**src/waypoint_heading_controller_macros.svh**
```systemverilog
// Assertion shorthands for the waypoint heading controller.
// Each check samples on clk and is held off while rst_n is low.
`ifndef WAYPOINT_HEADING_CONTROLLER_MACROS_SVH
`define WAYPOINT_HEADING_CONTROLLER_MACROS_SVH

// Same-cycle implication.
`define WHC_ASSERT_NOW(lbl, ante, cons, msg) \
  lbl: assert property (@(posedge clk) disable iff (!rst_n) (ante) |-> (cons)) \
    else $error(msg);

// Next-cycle implication.
`define WHC_ASSERT_NEXT(lbl, ante, cons, msg) \
  lbl: assert property (@(posedge clk) disable iff (!rst_n) (ante) |=> (cons)) \
    else $error(msg);

`endif

```
**src/whc_pkg.sv**
```systemverilog
package whc_pkg;

  // CORDIC datapath width: holds a 17-bit position difference scaled by 2^20 plus gain
  localparam int DW = 40;
  // angle accumulator, Q.24 radians
  localparam int ZW = 28;
  localparam int ANG_FRAC_SHIFT = 12;
  localparam int POS_SHIFT = 20;

  typedef logic signed [DW-1:0] cval_t;
  typedef logic signed [ZW-1:0] zval_t;

  localparam zval_t HALF_PI_Q24 = 28'sd26353589;
  localparam zval_t ROUND_HALF = 28'sd2048;
  localparam cval_t ONE_Q28 = 40'sd268435456;

  // request opcodes
  localparam logic OP_ODOM = 1'b0;
  localparam logic OP_IMU  = 1'b1;

  // configuration register indexes
  localparam logic [2:0] CFG_MID_GOAL_X       = 3'd0;
  localparam logic [2:0] CFG_MID_GOAL_Y       = 3'd1;
  localparam logic [2:0] CFG_FINAL_GOAL_X     = 3'd2;
  localparam logic [2:0] CFG_FINAL_GOAL_Y     = 3'd3;
  localparam logic [2:0] CFG_HEADING_DEADBAND = 3'd4;
  localparam logic [2:0] CFG_GOAL_TOLERANCE   = 3'd5;
  localparam logic [2:0] CFG_TURN_RATE        = 3'd6;
  localparam logic [2:0] CFG_FORWARD_SPEED    = 3'd7;

  // atan(2^-i) in Q.24 radians
  function automatic zval_t atan_q24(input logic [4:0] idx);
    case (idx)
      5'd0:  return 28'sd13176795;
      5'd1:  return 28'sd7778716;
      5'd2:  return 28'sd4110060;
      5'd3:  return 28'sd2086331;
      5'd4:  return 28'sd1047214;
      5'd5:  return 28'sd524117;
      5'd6:  return 28'sd262123;
      5'd7:  return 28'sd131069;
      5'd8:  return 28'sd65536;
      5'd9:  return 28'sd32768;
      5'd10: return 28'sd16384;
      5'd11: return 28'sd8192;
      5'd12: return 28'sd4096;
      5'd13: return 28'sd2048;
      5'd14: return 28'sd1024;
      5'd15: return 28'sd512;
      5'd16: return 28'sd256;
      5'd17: return 28'sd128;
      5'd18: return 28'sd64;
      5'd19: return 28'sd32;
      5'd20: return 28'sd16;
      5'd21: return 28'sd8;
      5'd22: return 28'sd4;
      5'd23: return 28'sd2;
      default: return '0;
    endcase
  endfunction

endpackage

```
**src/waypoint_heading_controller.sv**
```systemverilog
// Odometry request: accepted in S_IDLE, stores the position, no result.
// IMU request: S_MUL forms four products with one multiplier, then one CORDIC unit
// gives the yaw (S_YAW_LOAD, S_ROT) and the bearing (S_BRG_LOAD, S_ROT) in turn,
// and S_DECIDE sets the drive command shown in S_CMD. One request at a time: in_stall
// stays high until the last result is taken, so no new request is accepted meanwhile.
// Synchronous active-low reset clears position, goal stage and loads default config.
`include "waypoint_heading_controller_macros.svh"

module waypoint_heading_controller
  import whc_pkg::*;
#(
  parameter int CORDIC_STEPS = 16
) (
  input  logic               clk,
  input  logic               rst_n,
  // request channel
  input  logic               in_valid,
  output logic               in_stall,
  input  logic               in_op,
  input  logic signed [15:0] in_pos_x,
  input  logic signed [15:0] in_pos_y,
  input  logic signed [15:0] in_quat_x,
  input  logic signed [15:0] in_quat_y,
  input  logic signed [15:0] in_quat_z,
  input  logic signed [15:0] in_quat_w,
  // result channel
  output logic               out_valid,
  input  logic               out_stall,
  output logic        [14:0] out_linear_speed,
  output logic signed [15:0] out_angular_rate,
  output logic               out_goal_reached,
  output logic               out_last,
  // configuration
  input  logic               cfg_we,
  input  logic         [2:0] cfg_index,
  input  logic        [15:0] cfg_data
);

  localparam int CNT_W = $clog2(CORDIC_STEPS);
  localparam logic [CNT_W-1:0] LAST_STEP = CNT_W'(CORDIC_STEPS - 1);

  typedef enum logic [7:0] {
    S_IDLE     = 8'b0000_0001,
    S_MUL      = 8'b0000_0010,
    S_YAW_LOAD = 8'b0000_0100,
    S_ROT      = 8'b0000_1000,
    S_BRG_LOAD = 8'b0001_0000,
    S_DECIDE   = 8'b0010_0000,
    S_CMD      = 8'b0100_0000,
    S_STOP     = 8'b1000_0000
  } state_t;

  state_t state_r, state_nxt;

  // configuration registers
  logic signed [15:0] mid_x_r, mid_x_nxt, mid_y_r, mid_y_nxt;
  logic signed [15:0] fin_x_r, fin_x_nxt, fin_y_r, fin_y_nxt;
  logic        [13:0] db_r, db_nxt;
  logic        [14:0] tol_r, tol_nxt, turn_r, turn_nxt, fwd_r, fwd_nxt;

  // block state
  logic signed [15:0] robot_x_r, robot_x_nxt, robot_y_r, robot_y_nxt;
  logic               stage_r, stage_nxt;

  // request payload held for the multiply sequence
  logic signed [15:0] qx_r, qx_nxt, qy_r, qy_nxt, qz_r, qz_nxt, qw_r, qw_nxt;

  // multiply sequence: acc_a = wz + xy, acc_b = yy + zz
  logic         [1:0] mcnt_r, mcnt_nxt;
  logic signed [32:0] acc_a_r, acc_a_nxt, acc_b_r, acc_b_nxt;
  logic signed [15:0] mul_a, mul_b;
  logic signed [31:0] prod;

  // CORDIC unit
  cval_t              cx_r, cx_nxt, cy_r, cy_nxt;
  zval_t              cz_r, cz_nxt;
  logic   [CNT_W-1:0] iter_r, iter_nxt;
  logic               zero_r, zero_nxt;
  logic               pass_r, pass_nxt;  // 0: yaw, 1: bearing
  cval_t              ld_x, ld_y, xs, ys;
  zval_t              at, rnd;
  logic signed [15:0] ang_w;

  logic signed [15:0] yaw_r, yaw_nxt;

  // bearing operands
  logic signed [15:0] gx_w, gy_w;
  logic signed [16:0] dx_w, dy_w;
  cval_t              num_w, den_w;

  // decision
  logic signed [17:0] diff_w, db_s, tol_s, gx_s, gy_s, rx_s, ry_s;
  logic               hit_w;
  logic        [14:0] lin_r, lin_nxt;
  logic signed [15:0] ang_r, ang_nxt;
  logic               hit_r, hit_nxt;

  logic in_acc, out_acc;

  assign in_acc  = in_valid && !in_stall;
  assign out_acc = out_valid && !out_stall;

  assign in_stall         = (state_r != S_IDLE);
  assign out_valid        = (state_r == S_CMD) || (state_r == S_STOP);
  assign out_linear_speed = (state_r == S_CMD) ? lin_r : '0;
  assign out_angular_rate = (state_r == S_CMD) ? ang_r : '0;
  assign out_goal_reached = (state_r == S_STOP);
  assign out_last         = (state_r == S_STOP) || !hit_r;

  // shared multiplier, one product per cycle
  always_comb begin
    case (mcnt_r)
      2'd0:    begin mul_a = qw_r; mul_b = qz_r; end
      2'd1:    begin mul_a = qx_r; mul_b = qy_r; end
      2'd2:    begin mul_a = qy_r; mul_b = qy_r; end
      default: begin mul_a = qz_r; mul_b = qz_r; end
    endcase
  end
  assign prod = mul_a * mul_b;

  // yaw terms: num = 2(wz + xy), den = 1 - 2(yy + zz), Q2.28
  assign num_w = cval_t'(acc_a_r) <<< 1;
  assign den_w = ONE_Q28 - (cval_t'(acc_b_r) <<< 1);

  // bearing terms: goal minus position, scaled by 2^20
  assign gx_w = stage_r ? fin_x_r : mid_x_r;
  assign gy_w = stage_r ? fin_y_r : mid_y_r;
  assign dx_w = 17'(gx_w) - 17'(robot_x_r);
  assign dy_w = 17'(gy_w) - 17'(robot_y_r);

  assign ld_x = (state_r == S_YAW_LOAD) ? den_w : (cval_t'(dx_w) <<< POS_SHIFT);
  assign ld_y = (state_r == S_YAW_LOAD) ? num_w : (cval_t'(dy_w) <<< POS_SHIFT);

  // one micro-rotation per cycle
  assign xs = cx_r >>> iter_r;
  assign ys = cy_r >>> iter_r;
  assign at = atan_q24(5'(iter_r));

  // round half up to Q3.12; a zero vector gives angle zero
  assign rnd   = (cz_r + ROUND_HALF) >>> ANG_FRAC_SHIFT;
  assign ang_w = zero_r ? '0 : 16'(rnd);

  // heading error, not wrapped
  assign diff_w = 18'(ang_w) - 18'(yaw_r);
  assign db_s   = $signed({4'b0, db_r});

  // goal box, strict on every side
  assign tol_s = $signed({3'b0, tol_r});
  assign gx_s  = 18'(gx_w);
  assign gy_s  = 18'(gy_w);
  assign rx_s  = 18'(robot_x_r);
  assign ry_s  = 18'(robot_y_r);
  assign hit_w = (rx_s > gx_s - tol_s) && (rx_s < gx_s + tol_s) &&
                 (ry_s > gy_s - tol_s) && (ry_s < gy_s + tol_s);

  always_comb begin
    state_nxt   = state_r;
    mid_x_nxt   = mid_x_r;
    mid_y_nxt   = mid_y_r;
    fin_x_nxt   = fin_x_r;
    fin_y_nxt   = fin_y_r;
    db_nxt      = db_r;
    tol_nxt     = tol_r;
    turn_nxt    = turn_r;
    fwd_nxt     = fwd_r;
    robot_x_nxt = robot_x_r;
    robot_y_nxt = robot_y_r;
    stage_nxt   = stage_r;
    qx_nxt      = qx_r;
    qy_nxt      = qy_r;
    qz_nxt      = qz_r;
    qw_nxt      = qw_r;
    mcnt_nxt    = mcnt_r;
    acc_a_nxt   = acc_a_r;
    acc_b_nxt   = acc_b_r;
    cx_nxt      = cx_r;
    cy_nxt      = cy_r;
    cz_nxt      = cz_r;
    iter_nxt    = iter_r;
    zero_nxt    = zero_r;
    pass_nxt    = pass_r;
    yaw_nxt     = yaw_r;
    lin_nxt     = lin_r;
    ang_nxt     = ang_r;
    hit_nxt     = hit_r;

    // register writes take effect at once; the host must write only while idle, the block does not enforce it
    if (cfg_we) begin
      unique case (cfg_index)
        CFG_MID_GOAL_X:       mid_x_nxt = $signed(cfg_data);
        CFG_MID_GOAL_Y:       mid_y_nxt = $signed(cfg_data);
        CFG_FINAL_GOAL_X:     fin_x_nxt = $signed(cfg_data);
        CFG_FINAL_GOAL_Y:     fin_y_nxt = $signed(cfg_data);
        CFG_HEADING_DEADBAND: db_nxt    = cfg_data[13:0];
        CFG_GOAL_TOLERANCE:   tol_nxt   = cfg_data[14:0];
        CFG_TURN_RATE:        turn_nxt  = cfg_data[14:0];
        CFG_FORWARD_SPEED:    fwd_nxt   = cfg_data[14:0];
        default: ;
      endcase
    end

    unique case (state_r)
      S_IDLE: begin
        if (in_acc) begin
          if (in_op == OP_ODOM) begin
            // store position, no result
            robot_x_nxt = in_pos_x;
            robot_y_nxt = in_pos_y;
          end else begin
            qx_nxt    = in_quat_x;
            qy_nxt    = in_quat_y;
            qz_nxt    = in_quat_z;
            qw_nxt    = in_quat_w;
            mcnt_nxt  = '0;
            state_nxt = S_MUL;
          end
        end
      end
      S_MUL: begin
        // accumulate four products, two per sum
        case (mcnt_r)
          2'd0:    acc_a_nxt = 33'(prod);
          2'd1:    acc_a_nxt = acc_a_r + 33'(prod);
          2'd2:    acc_b_nxt = 33'(prod);
          default: acc_b_nxt = acc_b_r + 33'(prod);
        endcase
        mcnt_nxt = mcnt_r + 2'd1;
        if (mcnt_r == 2'd3) begin
          state_nxt = S_YAW_LOAD;
        end
      end
      S_YAW_LOAD, S_BRG_LOAD: begin
        if (state_r == S_BRG_LOAD) begin
          yaw_nxt = ang_w;
        end
        pass_nxt = (state_r == S_BRG_LOAD);
        zero_nxt = (ld_x == '0) && (ld_y == '0);
        iter_nxt = '0;
        // fold the left half-plane onto the right
        if (ld_x < 0) begin
          if (ld_y >= 0) begin
            cx_nxt = ld_y;
            cy_nxt = -ld_x;
            cz_nxt = HALF_PI_Q24;
          end else begin
            cx_nxt = -ld_y;
            cy_nxt = ld_x;
            cz_nxt = -HALF_PI_Q24;
          end
        end else begin
          cx_nxt = ld_x;
          cy_nxt = ld_y;
          cz_nxt = '0;
        end
        state_nxt = S_ROT;
      end
      S_ROT: begin
        // drive y toward zero
        if (cy_r >= 0) begin
          cx_nxt = cx_r + ys;
          cy_nxt = cy_r - xs;
          cz_nxt = cz_r + at;
        end else begin
          cx_nxt = cx_r - ys;
          cy_nxt = cy_r + xs;
          cz_nxt = cz_r - at;
        end
        iter_nxt = iter_r + CNT_W'(1);
        if (iter_r == LAST_STEP) begin
          state_nxt = pass_r ? S_DECIDE : S_BRG_LOAD;
        end
      end
      S_DECIDE: begin
        lin_nxt = '0;
        ang_nxt = '0;
        if (diff_w > db_s) begin
          ang_nxt = $signed({1'b0, turn_r});
        end else if (diff_w < -db_s) begin
          ang_nxt = -$signed({1'b0, turn_r});
        end else begin
          lin_nxt = fwd_r;
        end
        hit_nxt = hit_w;
        if (hit_w) begin
          stage_nxt = 1'b1;
        end
        state_nxt = S_CMD;
      end
      S_CMD: begin
        if (out_acc) begin
          state_nxt = hit_r ? S_STOP : S_IDLE;
        end
      end
      S_STOP: begin
        if (out_acc) begin
          state_nxt = S_IDLE;
        end
      end
      default: state_nxt = S_IDLE;
    endcase
  end

  // control and architectural state
  always_ff @(posedge clk) begin
    if (!rst_n) begin
      state_r   <= S_IDLE;
      mid_x_r   <= 16'sd0;
      mid_y_r   <= 16'sd512;
      fin_x_r   <= 16'sd512;
      fin_y_r   <= 16'sd512;
      db_r      <= 14'd82;
      tol_r     <= 15'd51;
      turn_r    <= 15'd410;
      fwd_r     <= 15'd51;
      robot_x_r <= '0;
      robot_y_r <= '0;
      stage_r   <= 1'b0;
      mcnt_r    <= '0;
      iter_r    <= '0;
      pass_r    <= 1'b0;
      hit_r     <= 1'b0;
    end else begin
      state_r   <= state_nxt;
      mid_x_r   <= mid_x_nxt;
      mid_y_r   <= mid_y_nxt;
      fin_x_r   <= fin_x_nxt;
      fin_y_r   <= fin_y_nxt;
      db_r      <= db_nxt;
      tol_r     <= tol_nxt;
      turn_r    <= turn_nxt;
      fwd_r     <= fwd_nxt;
      robot_x_r <= robot_x_nxt;
      robot_y_r <= robot_y_nxt;
      stage_r   <= stage_nxt;
      mcnt_r    <= mcnt_nxt;
      iter_r    <= iter_nxt;
      pass_r    <= pass_nxt;
      hit_r     <= hit_nxt;
    end
  end

  // datapath, no reset needed
  always_ff @(posedge clk) begin
    qx_r    <= qx_nxt;
    qy_r    <= qy_nxt;
    qz_r    <= qz_nxt;
    qw_r    <= qw_nxt;
    acc_a_r <= acc_a_nxt;
    acc_b_r <= acc_b_nxt;
    cx_r    <= cx_nxt;
    cy_r    <= cy_nxt;
    cz_r    <= cz_nxt;
    zero_r  <= zero_nxt;
    yaw_r   <= yaw_nxt;
    lin_r   <= lin_nxt;
    ang_r   <= ang_nxt;
  end

  // a stop result only follows a box hit, which moves the goal to the final one
  `WHC_ASSERT_NOW(a_stop_after_hit, state_r == S_STOP, hit_r && stage_r, "stop without goal hit")
  // a taken command that is not last is followed by the stop result
  `WHC_ASSERT_NEXT(a_stop_follows, out_acc && !out_last, out_valid && out_goal_reached,
                   "stop result missing after command")
  // a drive command either turns or goes forward, never both
  `WHC_ASSERT_NOW(a_cmd_exclusive, out_valid && !out_goal_reached,
                  out_linear_speed == '0 || out_angular_rate == '0, "turn and drive together")
  // no new request while a result is pending
  `WHC_ASSERT_NOW(a_no_accept_busy, out_valid, in_stall, "request accepted with result pending")

endmodule

```
**config.mk**
```make
export PLATFORM = sky130hd
export DESIGN_NAME = waypoint_heading_controller
export DESIGN_NICKNAME = d
export VERILOG_FILES = /design/src/whc_pkg.sv /design/src/waypoint_heading_controller.sv
export VERILOG_INCLUDE_DIRS = /design/src /design/src/src
export SDC_FILE = /design/constraint.sdc
export NUM_CORES = 2
export LEC_CHECK = 0
export ABC_AREA = 1
export ABC_CLOCK_PERIOD_IN_PS = 10200
export BUFFER_PORTS_ARGS = -buffer_cell sky130_fd_sc_hd__buf_2
export CAP_MARGIN = 20
export CORE_ASPECT_RATIO = 1.25
export CORE_MARGIN = 4
export CORE_UTILIZATION = 45
export CTS_CLUSTER_SIZE = 8
export DETAILED_ROUTE_END_ITERATION = 6
export HOLD_SLACK_MARGIN = 0.08
export PLACE_DENSITY = 0.67
export SYNTH_ARGS = -nofsm -noshare
export SYNTH_HDL_FRONTEND = slang
export SYNTH_SLANG_ARGS = --single-unit
```
**constraint.sdc**
```tcl
create_clock -name clk -period 10.2 [get_ports clk]
set_input_delay 0.51 -clock clk [delete_from_list [all_inputs] [get_ports clk]]
set_output_delay 0.51 -clock clk [all_outputs]
set_load 0.01 [all_outputs]
```
==> flow_summary.toml <==
[floorplan]
die_area_um2 = 133000
io_pins = 156
chipWidth_um = 327
core_area_um2 = 127000
core.rowCount = 146
start_util = 0.452
die_y_um = 407

[worst_setup_path]
reg2reg_to = "acc_b_r[30]"
r2r-start = "mcnt_r[1]"
critPathCaptureType = "flip-flop"
critical_path.slowest_cell = "ha_2"
worstSetupPathType = "flip-flop to flip-flop"
crit_required_ns = 10.62
setup.worst_path.start_class = "flip-flop"
cp-startpoint = "mcnt_r[1]"
reg2reg_depth = 38
r2r_slack_ns = 0.72
slowest_delay_ns = 0.62
path_common_cell = "nand2_1"
worstPathMaxFanout = 29
arrival_ns = 9.90

[logic_synthesis]
synth.area.mux_share = 0.00157
ys_dominant_reg_cell = "edfxtp_1"
synthAdderAreaFrac = 0.201
syn-num-nets = 9308
yosysSeqAreaShare = 0.218
synthTopCellsByArea = "edfxtp_1 15%, nand2_1 13%, ha_1 11%, fa_1 9.6%, inv_1 7.9%"
synth_edf_count = 286
synth-seq-cells = 481
synthXorXnorAreaFrac = 0.0471
syn_avg_cell_area_um2 = 6.79
yosysTopAreaCell = "edfxtp_1"
yosys.area.top_type_share = 0.150
synthCells = 8430
synth_compound_area_frac = 0.152
async_reset_ff_frac = 0
synth-simple-area-share = 0.278
yosysUniqueCellTypes = 63
synth_area_um2 = 57300
synth_warnings = 0
synth_top_family_by_area = "simple AND/OR/NAND/NOR gates"

[placement]
place_hpwl_um = 171000
place_area_um2 = 59700
place_inst = 10100
place_congestion = 1.02
portBuffers = 155

[sta]
finalMaxSlewViolations = 0
setup_viol_count_final = 0
clock_skew_ns = 0.0408
grt_setup_unrepaired = "false"
timing.final.crit_share = 0.930
finalHoldViolCount = 0
relSlewSlack = 0.282
min_period_ns = 9.48
fmax_ghz = 0.105
worst_slew_pin_slew_ns = 1.07
tns_ns = 0

[drt]
wl_met2_um = 101000
final_antenna_net_count = 0
drtIter0Drc = 5292
routedWlPerCell_um = 20.4
post_drt_via_cell_ratio = 5.57
vias = 57400
dr.pass1.iters = 7
dr_wl_met3_um = 12800
top_layer = "met5"
drt-total-wl_um = 210000
drt-met1-wl_um = 82200
drcViolationCount = 9

[grt]
grt_pass1_wl_um = 319000
grt_start_max_net_pins = 97
overflow = 0
grt_usage = 0.308
grt_antenna_before_repair = 12
grt_pass1_vias = 55800

[final_layout]
area_growth_syn_to_layout_pct = 9.17
stdcell_count = 10300
fillCellCount = 12900
nets = 9438
drive_gt1_frac = 0.0581
fin_area_um2 = 62500

[min_path]
holdCritStartpoint = "in_pos_x[8]"
hold_end = "robot_x_r[8]"
hold_class = "input port to flip-flop"
whs_path_depth = 3

[outcome]
status = "finished, violations left"
violations = "design-rule violations"

[clocking]
clkTransAtPathRegs_ns = 0.06
clock_path_buffers = 3
clock_sinks = 481
clk_latency_ns = 0.70
cts-root-buf = "clkbuf_16"
cts_tree = "built"
cts_buffers = 71
ctsHtreeMaxLevel = 3

[run]
drv_cap = 0
## cell families (layout without fill, tap and decap cells)
| logic type | count (synthesis) | in the layout |
|---|---|---|
| compound gates | 1564 | 1564 |
| mux | 9 | 9 |
| flops | 481 | 481 |
| other cells | 0 | 9 |
| buf+inv | 1481 | 1654 |
| xor+xnor | 308 | 308 |
| simple gates | 3830 | 3830 |
| fa+ha+maj | 757 | 757 |
## critical path, delay by kind of cell, from the launching register on
family	cells	cell delay, ns
buffers and inverters	8	0.98
adders and majority gates	9	4.35
and+or+nand+nor	13	1.63
AOI/OAI and AO/OA	7	1.52
DFF	1	0.40
xor gates and xnor gates	1	0.32
## cell usage after synthesis, types with 31 or more instances
library cell and number:
clkbuf_1 142, o21ai_0 550, a21oi_1 584, o211ai_1 49, nor2_1 956, nand2_1 2001
o21ai_2 31, or2_2 52, o21ai_1 84, a31oi_1 48, inv_1 1208, xnor2_1 82
o21bai_1 45, nand3_1 525, nand4_1 73, buf_2 44, dfxtp_1 195, xor2_1 226
ha_1 483, nor3_1 92, fa_1 274, buf_1 34, nor4_1 37, edfxtp_1 286
## sequential cells by signal, indices dropped and copies added (netlist names), 23 cells and up
name     cells
acc_a_r     33
cx_r        40
cz_r        28
cy_r        40
acc_b_r     33
at          23
## cell usage in the layout (no fill, tap or decap), drive strengths merged, types with 4 or more instances in the layout
| master | count |
|---|---|
| o21a | 25 |
| clkbuf | 110 |
| dlygate4sd3 | 69 |
| a211oi | 14 |
| nand3 | 529 |
| edfxtp | 286 |
| a221oi | 30 |
| a21o | 27 |
| nand3b | 25 |
| nor4 | 39 |
| xnor2 | 82 |
| nor2 | 990 |
| a21boi | 9 |
| mux2i | 9 |
| dfxtp | 195 |
| xor2 | 226 |
| ha | 483 |
| inv | 1224 |
| nand4 | 73 |
| fa | 274 |
| nor3 | 97 |
| o211ai | 49 |
| a31oi | 48 |
| o21bai | 46 |
| and3 | 6 |
| or2 | 53 |
| clkinv | 12 |
| diode | 9 |
| and2 | 4 |
| o21ai | 665 |
| o221ai | 10 |
| o22ai | 22 |
| o31ai | 20 |
| nand2 | 2012 |
| a21oi | 585 |
| buf | 238 |
## per-layer routing
layer / GRT usage / vias to the layer above
met5: 0 / -
met4: 0.177 / 4
met3: 0.0423 / 578
met2: 0.540 / 2129
met1: 0.361 / 26900
li1: - / 27800
## final cells by class
class                      count  area (µm²)  area share
tap                         1702        2130      0.0341
multi-input combinational   6468       39000       0.624
sequential                   481       12500       0.200
clock buffer                 109        1960      0.0314
clock inverter                 7         136     0.00218
timing repair buffer         308        2120      0.0339
antenna                        9        22.5    0.000360
inverter                    1230        4630      0.0741
## how the worst max path moves through the flow
stage	end	slack, ns	cells past startpoint
after floorplan	acc_a_r[32]	1.78	35
after global placement	acc_b_r[30]	0.60	37
after detailed placement	acc_b_r[30]	0.39	37
after CTS	acc_b_r[30]	0.33	37
after global routing	acc_b_r[30]	0.08	38
final	acc_b_r[30]	0.72	38
## what timing repair did
action                                 in CTS  in global routing
gates resized for setup                     0                  8
setup buffers                               0                  0
endpoints found under the hold margin      69                  0
hold buffers                               69                  0
setup endpoints to repair                   0                 14
## metrics by stage
step / utilization / hold slack (ns) / setup WS [ns]
2_1_floorplan: - / 0.426 / 1.78
3_3_place_gp: 0.471 / 0.440 / 0.604
3_5_place_dp: 0.472 / 0.448 / 0.385
4_1_cts: 0.494 / 0.0808 / 0.325
5_1_grt: 0.494 / 0.114 / 0.0835
6_report: 0.494 / 0.125 / 0.719
Power is not shown: default switching activity piles up to over one toggle a cycle in this logic, so the estimate is an artifact.
